==> config.mk <==
export PLATFORM = sky130hd
export DESIGN_NAME = gdtq_ram
export DESIGN_NICKNAME = d
export VERILOG_FILES = /design/src/hdl/gdtq_ram.sv
export SDC_FILE = /design/constraint.sdc
export NUM_CORES = 1
export LEC_CHECK = 0
export ABC_AREA = 0
export ABC_CLOCK_PERIOD_IN_PS = 1800
export BUFFER_PORTS_ARGS = -buffer_cell sky130_fd_sc_hd__buf_2
export CAP_MARGIN = 40
export CORE_ASPECT_RATIO = 1.5
export CORE_MARGIN = 4
export CORE_UTILIZATION = 23
export CTS_BUF_LIST = sky130_fd_sc_hd__clkbuf_8
export CTS_CLUSTER_SIZE = 24
export DETAILED_ROUTE_END_ITERATION = 10
export MAX_ROUTING_LAYER = met4
export PLACE_DENSITY = 0.37
export SETUP_SLACK_MARGIN = 0.15
export SLEW_MARGIN = 20
export SYNTH_ARGS = -nofsm -noshare
export SYNTH_HDL_FRONTEND = slang
export SYNTH_SLANG_ARGS = --single-unit
export TNS_END_PERCENT = 1
==> constraint.sdc <==
create_clock -name clk -period 1.8 [get_ports clk]
set_input_delay 0.18 -clock clk [delete_from_list [all_inputs] [get_ports clk]]
set_output_delay 0.18 -clock clk [all_outputs]
set_load 0.01 [all_outputs]
==> src/hdl/gdtq_ram.sv <==
// ----------------------------------------------------------------------------
// gdtq_ram
// Generic single-write, single-read RAM with registered read data.
// ----------------------------------------------------------------------------
module gdtq_ram #(
  parameter int WIDTH = 8,
  parameter int DEPTH = 64,
  localparam int AW = (DEPTH > 1) ? $clog2(DEPTH) : 1
) (
  input  logic             clk,
  input  logic             we,
  input  logic [AW-1:0]    waddr,
  input  logic [WIDTH-1:0] wdata,
  input  logic [AW-1:0]    raddr,
  output logic [WIDTH-1:0] rdata
);

  logic [WIDTH-1:0] mem [DEPTH];
  logic [WIDTH-1:0] rdata_r;

  always_ff @(posedge clk) begin
    if (we) begin
      mem[waddr] <= wdata;
    end
    rdata_r <= mem[raddr];
  end

  assign rdata = rdata_r;

endmodule

==> flow_metrics.tcl <==
set metrics [dict create \
    status "finished, violations left" \
    violations "setup timing" \
    grt_start_max_net_pins 65 \
    vdd_drop_max_mv 0.392 \
    syn_to_final_growth_pct 23.9 \
    ant_nets 0 \
    slew_headroom 0.502 \
    worstMarginPinSlew_ns 0.746 \
    cts_buffers 82 \
    fin_area_um2 25000 \
    timing.rr.end "rdata[4]" \
    totalPowerFinal_w 0.0249 \
    hold_viol_final 0 \
    drive_gt1_frac 0.391 \
    htree_levels 3 \
    synthArstFlopShare 0 \
    route.vias.total 10100 \
    min_to "rdata[3]" \
    start_kind "flip-flop" \
    drt_wl_total_um 57800 \
    path_max_fanout 1 \
    first_global_vias 11100 \
    drc 0 \
    nets 1225 \
    reg2reg_depth 5 \
    coreArea_um2 86700 \
    die-area_um2 92600 \
    cellLeakagePower_nw 8.10 \
    drv_slew 0 \
    port_buffers 29 \
    die_h_um 371 \
    synth_edf_count 512 \
    synthCells 940 \
    mostFrequentLayoutCell "edfxtp_1" \
    wire_per_inst_um 24.0 \
    ys.flop_type "edfxtp_1" \
    min_period_ns 1.83 \
    min_from "raddr[3]" \
    grt_pass1_wl_um 82600 \
    finalWorstSetupSlack_ns -0.0333 \
    crit_start "mem[21][4]" \
    fin_cells 2407 \
    clk_path_buf_depth 3 \
    syn_avg_cell_area_um2 21.5 \
    core.rowCount 132 \
    cp.arrival_ns 2.38 \
    dpl_worst_slack_ns -0.620 \
    maxCapViolations 0 \
    vias_per_cell 4.21 \
    finalClockSkew_ns 0.0266 \
    initial_core_util 0.233 \
    rsz0062_at_grt "true" \
    synth_cell_types 40 \
    num_io_pins 30 \
    drt_iter0_drc 663 \
    dp_cells 2252 \
    antenna_found_initial 2 \
    first_pass_iters 4 \
    syn_area_um2 20200 \
    timing.critical_path.required_ns 2.34 \
    critPathKind "flip-flop to flip-flop" \
    hold_path_class "input port to flip-flop" \
    fillerInstances 8557 \
    cts_tree "built" \
    layout_common_cells "edfxtp_1 (512), buf_4 (173), mux4_2 (126)" \
    period_share 1.02 \
    clock-sinks 520 \
    r2r-start "mem[21][4]" \
    critPathCaptureType "flip-flop" \
    setup_viol 4 \
    cts-root-buf "clkbuf_8" \
    power_density_nw_per_um2 999 \
    worstSkewPairLatency_ns 0.66 \
    synth_nets 962 \
    fmax_mhz 545 \
    die_width_um 250 \
    yosys_warnings 0 \
    grt_usage 0.128 \
    hold_slack_ns 0.101 \
    grt_overflow 0 \
    r2r_slack_ns -0.03 \
    dpl.hpwl_um 38900 \
    gp_congestion 0.742 \
    worstHoldPathCells 4 \
    placed_cell_area_um2 23200 \
    ys_seq_elements 520 \
    yosysSeqAreaShare 0.770 \
    clk_pin_slew_ns 0.06 \
]
-- routing by layer --
layer  up-vias  wire (um)  track usage
li1       4466          -            -
met4         0       1570       0.0452
met3        87       2120       0.0245
met1      5406      22300        0.137
met2       174      31900        0.236
met5         -          0            -
-- per-stage QoR --
| stage | TNS (ns) | util |
|---|---|---|
| 2_1_floorplan | 0 | - |
| 4_1_cts | -0.182 | 0.288 |
| 3_5_place_dp | -3.99 | 0.268 |
| 3_3_place_gp | -3.98 | 0.268 |
| 5_1_grt | -0.463 | 0.288 |
| 6_report | -0.0755 | 0.288 |
-- synthesized netlist by cell type (6+ instances only) --
master      n  area share
edfxtp_1  512        0.76
mux4_2    126        0.14
nor2_1     83       0.015
mux2i_1    23       0.011
nand2_1    19      0.0035
clkbuf_1   17      0.0032
nor2b_1    14      0.0043
buf_4      13      0.0048
mux2_2     13      0.0073
nand3_1    13      0.0032
buf_2      11      0.0027
dfxtp_1     8      0.0079
o221ai_1    8      0.0035
o22ai_1     8      0.0025
nand2b_1    7      0.0022
nor3_1      7      0.0017
a221oi_1    6      0.0026
-- how the worst max path moves through the flow --
stage	cells after the start	slack [ns]	end
3_3_place_gp	7	-0.59	rdata[4]
5_1_grt	5	-0.10	rdata[0]
3_5_place_dp	7	-0.62	rdata[4]
6_report	5	-0.03	rdata[4]
2_1_floorplan	7	0.07	rdata[7]
4_1_cts	5	-0.05	rdata[1]
-- kinds of logic (layout without fill, tap and decap cells) --
group                  count (synthesis)  count (layout)  share of synthesized area
flip-flops                           520             520                      0.770
multiplexers                         162             162                      0.159
AND/OR/NAND/NOR                      153             153                     0.0339
AO/OA/AOI/OAI                         54              54                     0.0207
buffers and inverters                 51             378                     0.0157
other                                  0               1                          0
-- layout make-up --
class / count / area (um2) / area share
repair buffers: 230 / 1980 / 0.0794
clock buffers: 89 / 1220 / 0.0490
clock inverters: 59 / 370 / 0.0148
flip-flops and latches: 520 / 15500 / 0.622
well taps: 1139 / 1430 / 0.0570
multi-input cells: 369 / 4440 / 0.178
diodes: 1 / 2.50 / 0.000100
-- worst max-delay path, stage by stage, from the launching register on --
cell,delay [ns]
edfxtp_1,0.39
mux4_2,0.48
mux2_4,0.30
o221a_4,0.27
nor3_4,0.17
o32ai_1,0.10
-- sequential cells by signal (all words and copies together), names as in the netlist --
| signal | cells |
|---|---|
| mem | 512 |
| rdata | 8 |
-- report_power, final --
group	internal (W)	switching, W
clock network	0.00515	0.00473
logic	0.000691	0.000918
registers	0.0134	0.0000491
total	0.0192	0.00570
-- timing repair --
item	4_1_cts	5_1_grt
resized for setup	25	4
hold buffers	6	0
pin swaps	4	0
endpoints found under the hold margin	84	0
endpoints found under the setup margin	8	9
setup buffers	0	0
Power figures use the tool's default switching activity.
