**config.mk**
```make
export PLATFORM = sky130hd
export DESIGN_NAME = gdtq_min_scan
export DESIGN_NICKNAME = d
export VERILOG_FILES = /design/src/hdl/gdtq_pkg.sv /design/src/hdl/gdtq_min_scan.sv
export SDC_FILE = /design/constraint.sdc
export NUM_CORES = 1
export LEC_CHECK = 0
export BUFFER_PORTS_ARGS = -buffer_cell sky130_fd_sc_hd__buf_2
export CORE_MARGIN = 5
export CORE_UTILIZATION = 50
export DETAILED_ROUTE_END_ITERATION = 12
export PLACE_DENSITY_LB_ADDON = 0.3
export SLEW_MARGIN = 20
export SYNTH_ARGS = -nofsm -noshare
export SYNTH_HDL_FRONTEND = slang
export SYNTH_SLANG_ARGS = --single-unit
```
**constraint.sdc**
```tcl
create_clock -name clk -period 16.8 [get_ports clk]
set_input_delay 3.36 -clock clk [delete_from_list [all_inputs] [get_ports clk]]
set_output_delay 3.36 -clock clk [all_outputs]
set_load 0.02 [all_outputs]
```
**src/hdl/gdtq_pkg.sv**
```systemverilog
// ----------------------------------------------------------------------------
// gdtq_pkg
// Shared types and codes for the grouped deadline timer queue.
// ----------------------------------------------------------------------------
package gdtq_pkg;

  localparam int ENTRY_COUNT_DEF   = 64;
  localparam int GROUP_COUNT_DEF   = 8;
  localparam int DEADLINE_BITS_DEF = 32;

  localparam logic [1:0] KIND_ADD    = 2'd0;
  localparam logic [1:0] KIND_UPDATE = 2'd1;
  localparam logic [1:0] KIND_REMOVE = 2'd2;

  localparam logic [1:0] STATUS_OK          = 2'd0;
  localparam logic [1:0] STATUS_ENTRY_FULL  = 2'd1;
  localparam logic [1:0] STATUS_GROUP_FULL  = 2'd2;
  localparam logic [1:0] STATUS_BAD_HANDLE  = 2'd3;

  typedef enum logic [2:0] {
    ST_IDLE,
    ST_DECODE,
    ST_UNLINK,
    ST_RELINK,
    ST_SCAN,
    ST_OUT
  } state_t;

  typedef struct packed {
    logic clear;
    logic step;
  } scan_ctl_t;

endpackage

```
**src/hdl/gdtq_min_scan.sv**
```systemverilog
// ----------------------------------------------------------------------------
// gdtq_min_scan
// Shared compare unit: folds one group head per step into a running minimum.
// ----------------------------------------------------------------------------
module gdtq_min_scan #(
  parameter int DEADLINE_BITS = gdtq_pkg::DEADLINE_BITS_DEF,
  parameter int ENTRY_BITS    = 6
) (
  input  logic                     clk,
  input  logic                     rst_n,
  input  gdtq_pkg::scan_ctl_t      ctl,
  input  logic                     el_valid,
  input  logic [DEADLINE_BITS-1:0] el_deadline,
  input  logic [ENTRY_BITS-1:0]    el_handle,
  input  logic [15:0]              el_client,
  output logic                     best_found,
  output logic [DEADLINE_BITS-1:0] best_deadline,
  output logic [ENTRY_BITS-1:0]    best_handle,
  output logic [15:0]              best_client
);

  logic                     found_r;
  logic [DEADLINE_BITS-1:0] dl_r;
  logic [ENTRY_BITS-1:0]    h_r;
  logic [15:0]              cli_r;
  logic                     take;

  assign take = ctl.step && el_valid && (!found_r || (el_deadline < dl_r));

  always_ff @(posedge clk) begin
    if (!rst_n) begin
      found_r <= 1'b0;
    end else if (ctl.clear) begin
      found_r <= 1'b0;
    end else if (take) begin
      found_r <= 1'b1;
    end
  end

  always_ff @(posedge clk) begin
    if (take && !ctl.clear) begin
      dl_r  <= el_deadline;
      h_r   <= el_handle;
      cli_r <= el_client;
    end
  end

  assign best_found    = found_r;
  assign best_deadline = dl_r;
  assign best_handle   = h_r;
  assign best_client   = cli_r;

endmodule

```
==> results.sh <==
export IMPL_cts_tree="built"
export IMPL_holdPathEnd="best_found$_SDFFE_PP0P_"
export IMPL_min_period_over_period_pct=34.6
export IMPL_dr_pass1_iters=4
export IMPL_hold_start="best_found$_SDFFE_PP0P_"
export IMPL_finalHoldViolations=0
export IMPL_status="finished, final reports clean"
export IMPL_min_delay_path_class="flip-flop to flip-flop"
export IMPL_insertion_delay_ps=300
export IMPL_cts_root_buf="clkbuf_8"
export IMPL_initial_core_util_pct=51.5
export IMPL_dp_hpwl_mm=4.15
export IMPL_synthAdderAreaFrac_pct=15.8
export IMPL_drive_gt1_share_pct=43.6
export IMPL_grt_first_pass_wirelength_mm=7.98
export IMPL_die_h_um=80.0
export IMPL_htree_levels=2
export IMPL_reg2regPathDepth=8
export IMPL_dp_slack_ps=10620
export IMPL_fin_ws_ps=10990
export IMPL_track_usage_pct=16.3
export IMPL_antenna_cells=0
export IMPL_synth_edf_count=54
export IMPL_fin_worst_skew_ps=4.14
export IMPL_synth_top_family_by_area="adder cells"
export IMPL_clock_path_buffers=2
export IMPL_arrival_ps=5770
export IMPL_setup_worst_path_start_class="input pin"
export IMPL_drtIter0Drc=121
export IMPL_synthSimpleGateAreaFrac_pct=5.01
export IMPL_stdcell_area_um2=3240
export IMPL_path_max_fanout=37
export IMPL_drt_wirelength_per_cell_um=14.3
export IMPL_r2r_slack_ps=13740
export IMPL_yosys_top_cells_area="edfxtp_1, ha_1, inv_1, a21oi_1, nand2_1"
export IMPL_core_area_um2=4750
export IMPL_maxSlewViolCount=0
export IMPL_p_leak_nw=1.53
export IMPL_min_period_ps=5810
export IMPL_ys_seq_area_share_pct=67.0
export IMPL_syn_avg_cell_area_um2=14.7
export IMPL_numCtsBuffers=5
export IMPL_fin_setup_tns_ps=0
export IMPL_power_density_nw_per_um2=84.9
export IMPL_place_port_buffers=113
export IMPL_io_pins=114
export IMPL_drv_cap=0
export IMPL_reg2reg_from="best_deadline[17]$_DFFE_PP_"
export IMPL_gp_congestion=0.757
export IMPL_ys_flop_type="edfxtp_1"
export IMPL_finalSetupViolations=0
export IMPL_netlist_instances=167
export IMPL_grt_ovfl_total=0
export IMPL_synthMuxAreaShare_pct=0
export IMPL_yosysTopAreaCell="edfxtp_1"
export IMPL_ys_types=29
export IMPL_r2r_end="best_deadline[8]$_DFFE_PP_"
export IMPL_placed_area_um2=3120
export IMPL_cp_end_kind="flip-flop"
export IMPL_area_growth_pct=32.2
export IMPL_fill_cells=380
export IMPL_vias_per_cell=4.87
export IMPL_antenna_found_initial=0
export IMPL_clkSinkCount=55
export IMPL_synth_top_area_share_pct=66.2
export IMPL_synth_xor_area_share_pct=0
export IMPL_post_cts_resized=0
export IMPL_fmax_ghz=0.172
export IMPL_async_flop_share_pct=0
export IMPL_postRouteAntennaNets=0
export IMPL_holdPathStages=2
export IMPL_fp_row_count=25
export IMPL_yosys_warnings=0
export IMPL_post_cts_buffers=0
export IMPL_cp_required_ps=16760
export IMPL_grt_setup_unrepaired="false"
export IMPL_ys_ff_latch=55
export IMPL_synth_net_count=257
export IMPL_die_area_um2=6400
export IMPL_drc=0
export IMPL_relSlewSlack_pct=57.4
export IMPL_synth_cell_area_um2=2450
export IMPL_finalNetCount=378
export IMPL_clk_pin_slew_ps=100
export IMPL_synthTopCellsByCount="edfxtp_1, ha_1, inv_1"
export IMPL_first_global_vias=1721
export IMPL_vdd_drop_max_v=0.0000469
export IMPL_synth_compound_area_share_pct=7.41
export IMPL_path_class="input pin to flip-flop"
export IMPL_hold_buffers=0
export IMPL_tightest_slew_ps=639
export IMPL_vias=1734
export IMPL_synth_most_common_cell="edfxtp_1"
export IMPL_drt_total_wl_mm=5.10
export IMPL_grt_start_max_net_pins=38
export IMPL_die_x_um=80.0
critical path: stages:
cell and delay, ps:
buf_2 100, ha_1 320, a21oi_2 140, o21ai_1 90, a221o_1 360, a211o_1 330
a31oi_4 530, buf_4 520
worst max path at each step:
stage,startpoint,to,slack [ps]
final,el_deadline[17],best_deadline[8]$_DFFE_PP_,10990
after global routing,el_deadline[17],best_deadline[8]$_DFFE_PP_,10810
after CTS,el_deadline[17],best_deadline[30]$_DFFE_PP_,10970
after detailed placement,el_deadline[17],best_deadline[8]$_DFFE_PP_,10620
after global placement,el_deadline[17],best_deadline[8]$_DFFE_PP_,10690
after floorplan,el_deadline[1],best_client[0]$_DFFE_PP_,9080
registers in the layout (all words and copies together), names as in the netlist:
register and count:
best_found 1, best_handle 6, best_deadline 32, best_client 16
cell usage in the layout (no fill, tap or decap), types with 2 or more instances in the layout:
master | synthesis | final
a21o_1 | 3 | 3
a21oi_1 | 9 | 9
buf_2 | 0 | 113
nand4_1 | 2 | 2
nand2b_1 | 2 | 2
clkbuf_8 | 0 | 5
inv_1 | 31 | 31
edfxtp_1 | 54 | 54
o21ai_0 | 2 | 2
nand2_1 | 8 | 8
ha_1 | 31 | 31
a21oi_2 | 2 | 2
nand3_1 | 4 | 4
o21a_1 | 2 | 2
layer usage:
layer | up-vias | routed length [um] | GRT usage, %
met5 | - | 0 | 0
met4 | 0 | 71 | 4.56
met3 | 8 | 453 | 4.51
met2 | 74 | 2540 | 28.6
met1 | 789 | 2040 | 19.6
li1 | 863 | - | -
area by class of cell:
cell class	instances	area, um^2	share of cell area (%)
inverter	31	116	3.59
clock inverter	3	47.5	1.47
timing repair buffer	114	573	17.7
clock buffer	5	68.8	2.13
sequential	55	1640	50.7
multi-input combinational	81	707	21.8
tap	67	83.8	2.59
power by group:
part | leakage (nW) | total, W | switching [W] | internal [W]
clock | 0.0587 | 0.0000880 | 0.0000428 | 0.0000452
combinational | 0.963 | 0.0000303 | 0.0000173 | 0.0000131
sequential | 0.504 | 0.000157 | 0.00000143 | 0.000155
kinds of logic after synthesis:
family,Yosys count
simple gates,23
compound gates,27
buf+inv,31
fa+ha+maj,31
flops,55
per-stage QoR:
step                hold slack (ps)  std cells  total power, W  utilization [%]
floorplan                       611        167        0.000176                -
global placement                544        348        0.000189             65.7
detailed placement              554        348        0.000190             65.7
CTS                             570        356        0.000277             68.1
global route                    603        356        0.000287             68.1
finish                          559        356        0.000275             68.1
Power figures use the tool's default switching activity.
